### src/kucs_pkg.sv
// Shared types, constants and codes of the keyframe unit crossfade selector.
`timescale 1ns / 1ps
package kucs_pkg;

  localparam int FRACTION_BITS = 16;
  localparam int UNIT_BITS     = 8;
  localparam int TIME_W        = FRACTION_BITS + 1;
  localparam int DIFF_W        = TIME_W + 2;
  localparam int MAX_KEYS_DEF  = 16;

  localparam logic [TIME_W-1:0] ONE = {1'b1, {FRACTION_BITS{1'b0}}};

  localparam logic KIND_PUSH  = 1'b0;
  localparam logic KIND_QUERY = 1'b1;

  typedef logic [TIME_W-1:0]    time_t;
  typedef logic [UNIT_BITS-1:0] unit_t;

  typedef struct packed {
    logic  kind;
    time_t time_req;
    unit_t unit;
  } in_item_t;

  typedef struct packed {
    logic  push_accepted;
    unit_t back_unit;
    unit_t source_unit;
    time_t source_alpha;
    logic  back_changed;
    logic  source_changed;
  } out_item_t;

  typedef struct packed {
    time_t ktime;
    unit_t kunit;
  } key_entry_t;

  typedef struct packed {
    time_t num;
    time_t den;
  } div_req_t;

  typedef enum logic [1:0] {
    ST_IDLE,
    ST_SCAN,
    ST_EVAL,
    ST_DIV
  } state_t;

endpackage

### src/keyframe_unit_crossfade_selector.sv
// Top level: key table memory, query scan, fade evaluation and result register.
`timescale 1ns / 1ps
// Keeps a cyclic schedule of up to MAX_KEYS unit keys in one key memory and
// answers pushes and queries. A push (item.kind 0) completes without leaving
// idle, and busy stays low. A query that repeats the previous time, or sees
// fewer than two keys, also completes without leaving idle. Any other query
// scans the key memory once, one key per cycle through its registered read
// port, then evaluates and, when the fade lies inside the transition, runs a
// 16-step serial divider, with busy high throughout. Each result appears on
// result for one cycle with done high, the cycle after the item ends; it
// cannot be held off. cfg_wr_en writes the transition duration and is meant
// for idle periods only.
module keyframe_unit_crossfade_selector #(
  parameter int MAX_KEYS = kucs_pkg::MAX_KEYS_DEF
) (
  input  logic                clk,
  input  logic                rst,
  input  logic                start,
  output logic                busy,
  input  kucs_pkg::in_item_t  item,
  input  logic                cfg_wr_en,
  input  kucs_pkg::time_t     cfg_wr_data,
  output logic                done,
  output kucs_pkg::out_item_t result
);

  localparam int CW = $clog2(MAX_KEYS + 1);
  localparam int IW = $clog2(MAX_KEYS);

  // key memory
  kucs_pkg::key_entry_t key_mem [MAX_KEYS];
  kucs_pkg::key_entry_t rd_data;

  kucs_pkg::state_t state, state_next;

  logic [CW-1:0]   key_count;
  logic [CW-1:0]   rd_idx;
  logic            rd_vld;
  kucs_pkg::time_t last_time;
  kucs_pkg::time_t consec_min;
  kucs_pkg::time_t smallest_gap;
  kucs_pkg::time_t duration;
  kucs_pkg::time_t shift_half;
  logic            shifted_valid;
  kucs_pkg::time_t prev_time;
  kucs_pkg::time_t qtime;

  kucs_pkg::unit_t held_back, held_source;
  kucs_pkg::time_t held_alpha;
  logic            held_bc, held_sc;

  // scan trackers
  logic            has_above, has_below, has_any;
  kucs_pkg::time_t above_v, below_v, min_v, max_v;
  kucs_pkg::unit_t above_u, below_u, min_u, max_u;

  kucs_pkg::unit_t sel_su, sel_bu;

  // divider
  logic               div_start, div_done;
  kucs_pkg::div_req_t div_req;
  kucs_pkg::time_t    div_quo;

  kucs_div u_div (
    .clk   (clk),
    .rst   (rst),
    .start (div_start),
    .req   (div_req),
    .done  (div_done),
    .quo   (div_quo)
  );

  // push evaluation
  logic            accept, is_push;
  kucs_pkg::time_t push_t, push_gap, new_consec;
  logic            push_ok;

  assign accept  = start && (state == kucs_pkg::ST_IDLE);
  assign is_push = item.kind == kucs_pkg::KIND_PUSH;
  assign push_t  = (item.time_req > kucs_pkg::ONE) ? kucs_pkg::ONE : item.time_req;
  assign push_ok = (key_count < CW'(MAX_KEYS)) &&
                   ((key_count == '0) || (last_time < push_t));
  assign new_consec = ((push_t - last_time) < consec_min) ? (push_t - last_time)
                                                          : consec_min;
  assign push_gap   = (key_count == '0) ? '0 : new_consec;

  logic q_repeat, q_short;
  assign q_repeat = item.time_req == prev_time;
  assign q_short  = key_count < CW'(2);

  // shifted time of the key being scanned
  kucs_pkg::time_t sh_sum, sh_v;
  assign sh_sum = rd_data.ktime + shift_half;
  assign sh_v   = (sh_sum >= kucs_pkg::ONE) ? (sh_sum - kucs_pkg::ONE) : sh_sum;

  // selection and fade evaluation
  kucs_pkg::time_t s_v;
  kucs_pkg::unit_t s_u, b_u;
  logic signed [kucs_pkg::DIFF_W-1:0] t_adj, diff, d_s, num_s;
  logic            need_div;
  kucs_pkg::time_t fast_alpha;

  always_comb begin
    if (has_above) begin
      s_v = above_v;
      s_u = above_u;
    end else begin
      s_v = min_v;
      s_u = min_u;
    end
    b_u = (has_above && has_below) ? below_u : max_u;
    t_adj = (s_v < qtime) ? ($signed({2'b00, qtime}) - $signed({2'b00, kucs_pkg::ONE}))
                          : $signed({2'b00, qtime});
    diff  = $signed({2'b00, s_v}) - t_adj;
    d_s   = $signed({2'b00, duration});
    num_s = d_s - diff;
    if ((s_u == b_u) || (duration == '0) || (diff >= d_s)) begin
      fast_alpha = '0;
      need_div   = 1'b0;
    end else if (diff <= 0) begin
      fast_alpha = kucs_pkg::ONE;
      need_div   = 1'b0;
    end else begin
      fast_alpha = '0;
      need_div   = 1'b1;
    end
  end

  assign div_start   = (state == kucs_pkg::ST_EVAL) && need_div;
  assign div_req.num = num_s[kucs_pkg::TIME_W-1:0];
  assign div_req.den = duration;

  // finish of a scanned query
  logic            fin_en;
  kucs_pkg::unit_t fin_su, fin_bu;
  kucs_pkg::time_t fin_alpha;

  always_comb begin
    fin_en    = 1'b0;
    fin_su    = sel_su;
    fin_bu    = sel_bu;
    fin_alpha = div_quo;
    case (state)
      kucs_pkg::ST_EVAL: begin
        fin_en    = !need_div;
        fin_su    = s_u;
        fin_bu    = b_u;
        fin_alpha = fast_alpha;
      end
      kucs_pkg::ST_DIV: begin
        fin_en = div_done;
      end
      default: begin
        fin_en = 1'b0;
      end
    endcase
  end

  // next state
  always_comb begin
    state_next = state;
    case (state)
      kucs_pkg::ST_IDLE: begin
        if (accept && !is_push && !q_repeat && !q_short) state_next = kucs_pkg::ST_SCAN;
      end
      kucs_pkg::ST_SCAN: begin
        if ((rd_idx == key_count) && !rd_vld) state_next = kucs_pkg::ST_EVAL;
      end
      kucs_pkg::ST_EVAL: begin
        state_next = need_div ? kucs_pkg::ST_DIV : kucs_pkg::ST_IDLE;
      end
      kucs_pkg::ST_DIV: begin
        if (div_done) state_next = kucs_pkg::ST_IDLE;
      end
      default: begin
        state_next = kucs_pkg::ST_IDLE;
      end
    endcase
  end

  assign busy = state != kucs_pkg::ST_IDLE;

  always_ff @(posedge clk) begin
    if (rst) state <= kucs_pkg::ST_IDLE;
    else     state <= state_next;
  end

  // memory write on push, registered read during the scan
  always_ff @(posedge clk) begin
    if (accept && is_push && push_ok) begin
      key_mem[key_count[IW-1:0]] <= '{ktime: push_t, kunit: item.unit};
    end
    rd_data <= key_mem[rd_idx[IW-1:0]];
  end

  // control and held state
  always_ff @(posedge clk) begin
    if (rst) begin
      key_count     <= '0;
      consec_min    <= kucs_pkg::ONE;
      smallest_gap  <= kucs_pkg::ONE;
      duration      <= '0;
      shifted_valid <= 1'b0;
      prev_time     <= '0;
      held_back     <= '0;
      held_source   <= '0;
      held_alpha    <= '0;
      held_bc       <= 1'b1;
      held_sc       <= 1'b1;
      done          <= 1'b0;
      rd_vld        <= 1'b0;
      rd_idx        <= '0;
    end else begin
      done   <= 1'b0;
      rd_vld <= 1'b0;
      // lower the requested duration to the smallest gap
      if (cfg_wr_en) begin
        if (cfg_wr_data > kucs_pkg::ONE) begin
          duration <= (smallest_gap < kucs_pkg::ONE) ? smallest_gap : kucs_pkg::ONE;
        end else begin
          duration <= (smallest_gap < cfg_wr_data) ? smallest_gap : cfg_wr_data;
        end
      end
      if (accept) begin
        done <= 1'b1;
        if (is_push) begin
          result <= '{push_ok, '0, '0, '0, 1'b0, 1'b0};
          if (push_ok) begin
            key_count     <= key_count + 1'b1;
            last_time     <= push_t;
            shifted_valid <= 1'b0;
            smallest_gap  <= push_gap;
            if (key_count != '0) consec_min <= new_consec;
            if (duration > push_gap) duration <= push_gap;
          end
        end else if (q_repeat) begin
          // return the held selection
          done   <= 1'b1;
          result <= '{1'b0, held_back, held_source, held_alpha, held_bc, held_sc};
        end else if (q_short) begin
          prev_time   <= item.time_req;
          held_back   <= '0;
          held_source <= '0;
          held_alpha  <= '0;
          held_bc     <= held_back != '0;
          held_sc     <= held_source != '0;
          result <= '{1'b0, '0, '0, '0, held_back != '0, held_source != '0};
        end else begin
          // start the scan; build the shift once per push
          done      <= 1'b0;
          prev_time <= item.time_req;
          qtime     <= item.time_req;
          rd_idx    <= '0;
          has_any   <= 1'b0;
          has_above <= 1'b0;
          has_below <= 1'b0;
          if (!shifted_valid) begin
            shifted_valid <= 1'b1;
            shift_half    <= duration >> 1;
          end
        end
      end
      if ((state == kucs_pkg::ST_SCAN) && (rd_idx != key_count)) begin
        rd_idx <= rd_idx + 1'b1;
        rd_vld <= 1'b1;
      end
      // track extremes; ties keep the later key
      if (rd_vld) begin
        has_any <= 1'b1;
        if (!has_any || (sh_v <= min_v)) begin
          min_v <= sh_v;
          min_u <= rd_data.kunit;
        end
        if (!has_any || (sh_v >= max_v)) begin
          max_v <= sh_v;
          max_u <= rd_data.kunit;
        end
        if (sh_v > qtime) begin
          if (!has_above || (sh_v <= above_v)) begin
            has_above <= 1'b1;
            above_v   <= sh_v;
            above_u   <= rd_data.kunit;
          end
        end else begin
          if (!has_below || (sh_v >= below_v)) begin
            has_below <= 1'b1;
            below_v   <= sh_v;
            below_u   <= rd_data.kunit;
          end
        end
      end
      if (state == kucs_pkg::ST_EVAL) begin
        sel_su <= s_u;
        sel_bu <= b_u;
      end
      if (fin_en) begin
        done        <= 1'b1;
        held_source <= fin_su;
        held_back   <= fin_bu;
        held_alpha  <= fin_alpha;
        held_sc     <= held_source != fin_su;
        held_bc     <= held_back != fin_bu;
        result <= '{1'b0, fin_bu, fin_su, fin_alpha,
                    held_back != fin_bu, held_source != fin_su};
      end
    end
  end

`ifndef SYNTHESIS
  a_push_one_cycle: assert property (@(posedge clk) disable iff (rst)
    (start && !busy && (item.kind == kucs_pkg::KIND_PUSH)) |=> done)
    else $error("push did not complete in one cycle");

  a_alpha_range: assert property (@(posedge clk) disable iff (rst)
    done |-> (result.source_alpha <= kucs_pkg::ONE))
    else $error("fade weight above one");

  a_push_result_clean: assert property (@(posedge clk) disable iff (rst)
    (done && result.push_accepted) |-> ((result.source_alpha == '0) &&
      (result.back_unit == '0) && (result.source_unit == '0)))
    else $error("push result carries selection data");

  a_count_bound: assert property (@(posedge clk) disable iff (rst)
    key_count <= CW'(MAX_KEYS))
    else $error("key count beyond table size");
`endif

endmodule

### src/kucs_div.sv
// Serial restoring divider for the fade weight: floor(num * ONE / den), num < den.
`timescale 1ns / 1ps
module kucs_div (
  input  logic             clk,
  input  logic             rst,
  input  logic             start,
  input  kucs_pkg::div_req_t req,
  output logic             done,
  output kucs_pkg::time_t  quo
);

  localparam int STEP_W = $clog2(kucs_pkg::FRACTION_BITS + 1);

  logic                        run;
  logic [STEP_W-1:0]           step;
  logic [kucs_pkg::TIME_W:0]   rem;
  kucs_pkg::time_t             den;
  logic [kucs_pkg::TIME_W:0]   rem_sh;
  logic                        fits;

  // shift in one zero bit and try the subtract
  assign rem_sh = {rem[kucs_pkg::TIME_W-1:0], 1'b0};
  assign fits   = rem_sh >= {1'b0, den};

  always_ff @(posedge clk) begin
    if (rst) begin
      run  <= 1'b0;
      done <= 1'b0;
      step <= '0;
    end else begin
      done <= 1'b0;
      if (start) begin
        run  <= 1'b1;
        step <= '0;
        rem  <= {1'b0, req.num};
        den  <= req.den;
        quo  <= '0;
      end else if (run) begin
        rem  <= fits ? (rem_sh - {1'b0, den}) : rem_sh;
        quo  <= {quo[kucs_pkg::TIME_W-2:0], fits};
        step <= step + 1'b1;
        if (step == STEP_W'(kucs_pkg::FRACTION_BITS - 1)) begin
          run  <= 1'b0;
          done <= 1'b1;
        end
      end
    end
  end

endmodule
### config.mk
export PLATFORM = sky130hd
export DESIGN_NAME = keyframe_unit_crossfade_selector
export DESIGN_NICKNAME = d
export VERILOG_FILES = /design/src/kucs_pkg.sv /design/src/keyframe_unit_crossfade_selector.sv /design/src/kucs_div.sv
export SDC_FILE = /design/constraint.sdc
export NUM_CORES = 1
export LEC_CHECK = 0
export ABC_AREA = 1
export BUFFER_PORTS_ARGS = -buffer_cell sky130_fd_sc_hd__buf_2
export CAP_MARGIN = 20
export CORE_MARGIN = 2
export CORE_UTILIZATION = 55
export CTS_CLUSTER_DIAMETER = 120
export CTS_CLUSTER_SIZE = 24
export DETAILED_ROUTE_END_ITERATION = 7
export PLACE_DENSITY_LB_ADDON = 0.2
export SKIP_CTS_REPAIR_TIMING = 1
export SLEW_MARGIN = 20
export SYNTH_ARGS = -nofsm -noshare
export SYNTH_HDL_FRONTEND = slang
export SYNTH_SLANG_ARGS = --single-unit
### constraint.sdc
create_clock -name clk -period 5.8 [get_ports clk]
set_input_delay 0.58 -clock clk [delete_from_list [all_inputs] [get_ports clk]]
set_output_delay 0.58 -clock clk [all_outputs]
set_load 0.02 [all_outputs]
==> flow_metrics.env, run 1 <==
export IMPL_hp_class="primary input to flip-flop"
export IMPL_irDropWorstVdd_v=0.000306
export IMPL_synth_largest_area_cell="edfxtp_1"
export IMPL_synth_seq_area_share_pct=56.7
export IMPL_dp_cells=4951
export IMPL_status="finished with violations"
export IMPL_powerDensity_nw_per_um2=256
export IMPL_grt_max_degree=164
export IMPL_grt_pass1_vias=26543
export IMPL_finalMaxSlewViolations=0
export IMPL_rr_worst_depth=36
export IMPL_first_iter_violations=2741
export IMPL_cts_buffer_depth=3
export IMPL_finalWorstSetupSlack_ns=-0.0388
export IMPL_synth_top_area_share_pct=49.0
export IMPL_dieArea_um2=72900
export IMPL_die_h_um=270
export IMPL_synth_flop_cell="edfxtp_1"
export IMPL_synth_edf_count=636
export IMPL_ant_nets=0
export IMPL_tritoncts_num_buffers=38
export IMPL_gp_congestion=0.938
export IMPL_final_net_count=4356
export IMPL_cts_htree_levels=2
export IMPL_fmax_mhz=171
export IMPL_port_buffers=84
export IMPL_pwr_share_clk_pct=27.3
export IMPL_initial_core_util_pct=55.6
export IMPL_finalNonFillerCells=5038
export IMPL_async_reset_ff_share_pct=0
export IMPL_slew_headroom_pct=29.4
export IMPL_dp_hpwl_um=67700
export IMPL_path_clk_slew_ns=0.11
export IMPL_busiest_layer="met2"
export IMPL_via_per_inst=5.59
export IMPL_synth_nets=4143
export IMPL_startpoint_type="primary input"
export IMPL_arrival_ns=6.30
export IMPL_vias=28184
export IMPL_pwr_share_seq_pct=56.2
export IMPL_path_max_fanout=7
export IMPL_maxCapViolations=0
export IMPL_tns_ns=-0.106
export IMPL_period_share_pct=101
export IMPL_drive_above_1_share_pct=12.6
export IMPL_rsz0062_at_grt="yes"
export IMPL_ys_warnings_count=0
export IMPL_skew_ns=0.0305
export IMPL_timing_final_crit_period_ns=5.84
export IMPL_wirelength_um=98500
export IMPL_dr_pass1_iters=6
export IMPL_gr_usage_met2_pct=44.9
export IMPL_holdWs_ns=0.303
export IMPL_total_power_uw=11200
export IMPL_drc=0
export IMPL_grt_use_met1_pct=34.9
export IMPL_ios=85
export IMPL_syn_area_um2=38900
export IMPL_nFillCells=5752
export IMPL_grt_first_pass_wirelength_um=149000
export IMPL_clock_sinks=785
export IMPL_largest_reg_flops=384
export IMPL_worstMarginPinSlew_ns=1.05
export IMPL_overflow=0
export IMPL_critPathMostFrequentCell="nand2_2"
export IMPL_path_class="primary input to flip-flop"
export IMPL_die_w_um=270
export IMPL_syn2layout_area_growth_pct=12.4
export IMPL_p_comb_share_pct=16.5
export IMPL_wl_per_cell_um=19.6
export IMPL_hold_depth=2
export IMPL_avgSynthCellArea_um2=10.1
export IMPL_intPower_uw=8200
export IMPL_cts_tree="yes"
export IMPL_placementRows=97
export IMPL_ys_top_cells_by_area="edfxtp_1 49%, dfxtp_1 7.7%, ha_1 7.6%"
export IMPL_synth_seq_cells=785
export IMPL_swShare_pct=26.9
export IMPL_clkLatencyLatePin_ns=0.62
export IMPL_use_met3_pct=3.25
export IMPL_core_um2=70000
export IMPL_grt_total_usage_pct=26.4
export IMPL_synth_cells=3854
export IMPL_antenna_found_initial=6
export IMPL_finalHoldViolCount=0
export IMPL_switching_power_uw=3010
export IMPL_critical_path_max_stage_delay_ns=0.29
export IMPL_slowest_stage="ha_1"
export IMPL_setup_viol=6
export IMPL_power_leakage_uw=0.0176
export IMPL_worstPathRequired_ns=6.26
export IMPL_endpoint_kind="flip-flop"
export IMPL_clockRootBuffer="clkbuf_16"
export IMPL_synth_cell_type_count=55
export IMPL_violations="setup timing"
[through the flow]
| stage | utilization [%] | setup WS (ns) | instance area, µm² |
|---|---|---|---|
| CTS | 61.4 | -0.144 | 43000 |
| finish | 62.5 | -0.0388 | 43800 |
| global route | 62.5 | -0.375 | 43800 |
| detailed placement | 59.8 | -0.764 | 41900 |
| floorplan | - | 0.00238 | 39000 |
| global placement | 59.8 | -0.653 | 41900 |
[worst max-delay path, delay by kind of cell]
family | cells | cell delay (ns)
buf+inv | 9 | 1.03
simple gates | 22 | 2.77
compound gates | 8 | 0.94
fa+ha+maj | 4 | 0.95
[cell type report]
type | count | area (µm²) | area share [%]
diodes | 1 | 2.50 | 0.00572
clock inverters | 4 | 65.1 | 0.149
flip-flops and latches | 785 | 22100 | 50.5
inverters | 528 | 2000 | 4.56
repair buffers | 319 | 2390 | 5.46
clock buffers | 66 | 1060 | 2.41
multi-input cells | 2395 | 15000 | 34.3
well taps | 940 | 1180 | 2.69
[path summary, 6_finish.rpt]
check	start	slack, ns	endpoint
worst max-delay path	item[13]	-0.04	duration[0]
worst min-delay path	item[8]	0.30	qtime[0]
worst max register to register	last_time[0]	0.41	duration[0]
worst min register to register	consec_min[2]	0.47	consec_min[2]
[power groups by stage]
| stage | logic, µW | clock network, µW | registers, µW |
|---|---|---|---|
| global placement | 1650 | 0 | 6420 |
| floorplan | 1050 | 0 | 6400 |
| finish | 1860 | 3060 | 6300 |
| global route | 2060 | 3280 | 6310 |
| detailed placement | 1680 | 0 | 6420 |
| CTS | 1690 | 3110 | 6300 |
[placed cells by master (no fill, tap or decap), types with 9 or more instances in the layout]
cell type	instances
a211oi_1	9
a21oi_1	326
a21oi_2	14
a31oi_1	16
buf_2	76
buf_4	222
buf_6	9
clkbuf_1	28
clkbuf_16	40
dfxtp_1	146
edfxtp_1	636
ha_1	222
ha_4	14
inv_1	512
inv_2	11
mux2i_1	98
nand2_1	621
nand2_2	18
nand3_1	119
nand4_1	57
nor2_1	182
nor2_2	15
nor2_4	28
nor3_1	18
nor4_1	18
o211ai_1	122
o21ai_0	274
o21ai_1	23
xnor2_1	27
xor2_1	67
[kinds of logic (layout without fill, tap and decap cells)]
family / after synthesis / in the layout / share of synthesized area [%]
AOI/OAI and AO/OA: 839 / 839 / 12.0
xor gates and xnor gates: 95 / 95 / 2.14
DFF: 785 / 785 / 56.7
other: 0 / 1 / 0
adders and majority gates: 242 / 242 / 7.87
and+or+nand+nor: 1121 / 1121 / 12.1
buffers and inverters: 674 / 917 / 6.64
muxes: 98 / 98 / 2.52
[metal layers]
layer	vias up	share of wire (%)
met1	13399	42
met3	190	5.9
met5	-	0.0081
met4	2	3.9
met2	843	48
li1	13750	-
[cell usage after synthesis, drive strengths merged, types with 4 or more instances]
library cell,number
nand2,643
edfxtp,636
inv,526
a21oi,340
o21ai,307
ha,237
nor2,225
dfxtp,149
nand3,128
o211ai,122
clkbuf,105
mux2i,98
xor2,68
nand4,58
buf,41
xnor2,27
nor4,22
nor3,21
a31oi,17
a211oi,13
a21o,8
or2,8
o31ai,7
fa,5
nand3b,5
a21boi,4
o21bai,4
o22ai,4
(Power assumes the default switching activity.)
==> inputs of run 2 (changes only) <==
Settings changed: ABC_AREA 1 to not set, CTS_CLUSTER_DIAMETER 120 to not set, TNS_END_PERCENT set to 100.
==> flow_metrics.env, run 2 <==
export IMPL_status="finished with violations"
export IMPL_violations="setup timing"
export IMPL_ant_nets=0
export IMPL_maxCapViolations=0
export IMPL_finalMaxSlewViolations=0
export IMPL_tritoncts_num_buffers=81
export IMPL_synth_seq_area_share_pct=58.7
export IMPL_die_h_um=266
export IMPL_finalWorstSetupSlack_ns=-0.210
export IMPL_path_clk_slew_ns=0.06
export IMPL_cts_buffer_depth=3
export IMPL_place_ws_ns=-1.13
export IMPL_grt_total_usage_pct=26.8
export IMPL_synth_compound_area_share_pct=9.85
export IMPL_dp_cells=3870
export IMPL_grt_first_pass_wirelength_um=144000
export IMPL_hold_depth=2
export IMPL_synth_nets=3106
export IMPL_skew_ns=0.0396
export IMPL_period_share_pct=104
export IMPL_core_um2=67400
export IMPL_critical_path_max_stage_delay_ns=0.52
export IMPL_hp_class="primary input to flip-flop"
export IMPL_startpoint_type="primary input"
export IMPL_utilization_pct=65.3
export IMPL_synth_largest_area_cell="edfxtp_1"
export IMPL_synth_seq_cells=785
export IMPL_first_iter_violations=2296
export IMPL_antenna_found_initial=2
export IMPL_min_to="qtime[1]"
export IMPL_dp_hpwl_um=64200
export IMPL_clockRootBuffer="clkbuf_16"
export IMPL_path_class="primary input to flip-flop"
export IMPL_slew_headroom_pct=24.1
export IMPL_finalNonFillerCells=4038
export IMPL_grt_max_degree=69
export IMPL_finalHoldViolCount=0
export IMPL_clkLatencyLatePin_ns=0.65
export IMPL_path_max_fanout=5
export IMPL_gp_congestion=0.906
export IMPL_yosys_area_share_xor_xnor_pct=2.79
export IMPL_dieArea_um2=70500
export IMPL_r2r_end="duration[14]"
export IMPL_drive_above_1_share_pct=22.1
export IMPL_ios=85
export IMPL_layout_common_cells="636 x edfxtp_1, 231 x inv_1, 225 x ha_1, 192 x buf_4, 146 x dfxtp_1"
export IMPL_avgSynthCellArea_um2=13.4
export IMPL_synth_cell_type_count=88
export IMPL_ys_top_cells_by_area="edfxtp_1 51%, dfxtp_1 7.9%, ha_1 7.9%"
export IMPL_r2r_start="last_time[0]"
export IMPL_overflow=0
export IMPL_critPathMostFrequentCell="a21oi_2"
export IMPL_min_delay_start="item[9]"
export IMPL_arrival_ns=6.57
export IMPL_slowest_stage="or4_1"
export IMPL_grt_pass1_vias=24428
export IMPL_largest_reg_flops=384
export IMPL_placementRows=95
export IMPL_irDropWorstVdd_v=0.000320
export IMPL_die_w_um=266
export IMPL_synth_top_area_share_pct=50.8
export IMPL_wl_per_cell_um=23.4
export IMPL_wirelength_um=94600
export IMPL_powerDensity_nw_per_um2=297
export IMPL_fmax_mhz=166
export IMPL_ys_warnings_count=0
export IMPL_timing_final_crit_period_ns=6.01
export IMPL_synth_flop_cell="edfxtp_1"
export IMPL_final_net_count=3384
export IMPL_cts_htree_levels=3
export IMPL_r2r_slack_ns=-0.09
export IMPL_syn2layout_area_growth_pct=16.9
export IMPL_synth_most_common_cell="edfxtp_1"
export IMPL_vias=24393
export IMPL_port_buffers=84
export IMPL_syn_area_um2=37600
export IMPL_worstMarginPinSlew_ns=1.14
export IMPL_synth_top_family_by_area="compound AO/OA/AOI/OAI gates"
export IMPL_clock_sinks=785
export IMPL_rr_worst_depth=30
export IMPL_synth_adder_area_share_pct=8.15
export IMPL_muxShareOfSynthArea_pct=8.98
export IMPL_cts_tree="yes"
export IMPL_endpoint_kind="flip-flop"
export IMPL_async_reset_ff_share_pct=0
export IMPL_setup_viol=16
export IMPL_yosys_area_share_simple_pct=7.97
export IMPL_drc=0
export IMPL_synth_cells=2817
export IMPL_initial_core_util_pct=55.8
export IMPL_synth_edf_count=636
export IMPL_dr_pass1_iters=5
export IMPL_rsz0062_at_grt="yes"
export IMPL_layout_commonest_cell="edfxtp_1"
export IMPL_via_per_inst=6.04
export IMPL_power_leakage_uw=0.0167
export IMPL_synth_common_cells="636 x edfxtp_1, 237 x ha_1, 232 x inv_1, 149 x dfxtp_1, 147 x nor2_1"
export IMPL_worstPathRequired_ns=6.36
==> run 2: cell count changes in the layout (fill, tap and decap cells not counted), moves of 45 or more <==
cell	before	now
o211ai_1	122	14
nor2b_1	0	49
nor2_1	182	130
nand2_1	621	143
mux4_2	0	120
a21oi_1	326	119
inv_1	512	231
a22o_1	0	48
nand3_1	119	53
a21o_1	8	53
o21ai_0	274	86
xnor2_1	27	76
==> run 2: cell type report <==
class	count	area [µm²]
inverters	233	875
flip-flops and latches	785	22100
clock buffers	105	2240
clock inverters	47	526
diodes	1	2.50
fillers	4844	23400
multi-input cells	1696	14900
repair buffers	298	2270
well taps	873	1090
==> run 2: cell families (layout without fill, tap and decap cells) <==
| group | after synthesis | in the layout |
|---|---|---|
| DFF | 785 | 785 |
| and+or+nand+nor | 607 | 608 |
| xor gates and xnor gates | 120 | 120 |
| muxes | 187 | 187 |
| other | 0 | 1 |
| adders and majority gates | 242 | 242 |
| buffers and inverters | 337 | 683 |
| AOI/OAI and AO/OA | 539 | 539 |
==> run 2: worst max-delay path by stage <==
stage,start,end,slack (ns),cells after the start
finish,item[16],duration[14],-0.21,33
global route,item[15],duration[14],-0.48,32
CTS,item[11],duration[1],-0.50,30
detailed placement,item[8],duration[1],-1.13,30
global placement,item[8],duration[14],-0.94,33
floorplan,item[22],duration[10],-0.68,30
==> run 2: power breakdown <==
group	switching, µW	total (µW)	internal, µW
Sequential	84.9	6260	6180
Combinational	844	1490	648
Clock	2260	5310	3040
Total	3190	13100	9870
==> run 2: through the flow <==
step	area [µm²]	TNS, ns	power (µW)	hold slack, ns
5_1_grt	44000	-6.88	13500	0.263
4_1_cts	43500	-19.18	13000	0.272
2_1_floorplan	38000	-9.75	7200	0.432
3_5_place_dp	40700	-25.49	7750	0.450
6_report	44000	-1.16	13100	0.269
3_3_place_gp	40700	-16.05	7710	0.442
==> run 2: worst max-delay path, delay by kind of cell <==
kind / cells / cell delay, ns
fa+ha+maj: 3 / 0.68
buf+inv: 5 / 0.83
xor+xnor: 1 / 0.18
simple gates: 7 / 1.74
mux: 1 / 0.08
compound gates: 16 / 2.45
==> run 2: routing by layer <==
metal	GRT usage (%)	up-vias	wire, µm
met1	36.7	12248	40500
met5	0	-	0
met3	4.09	158	6030
li1	-	11172	-
met4	7.50	0	2260
met2	44.9	815	45900
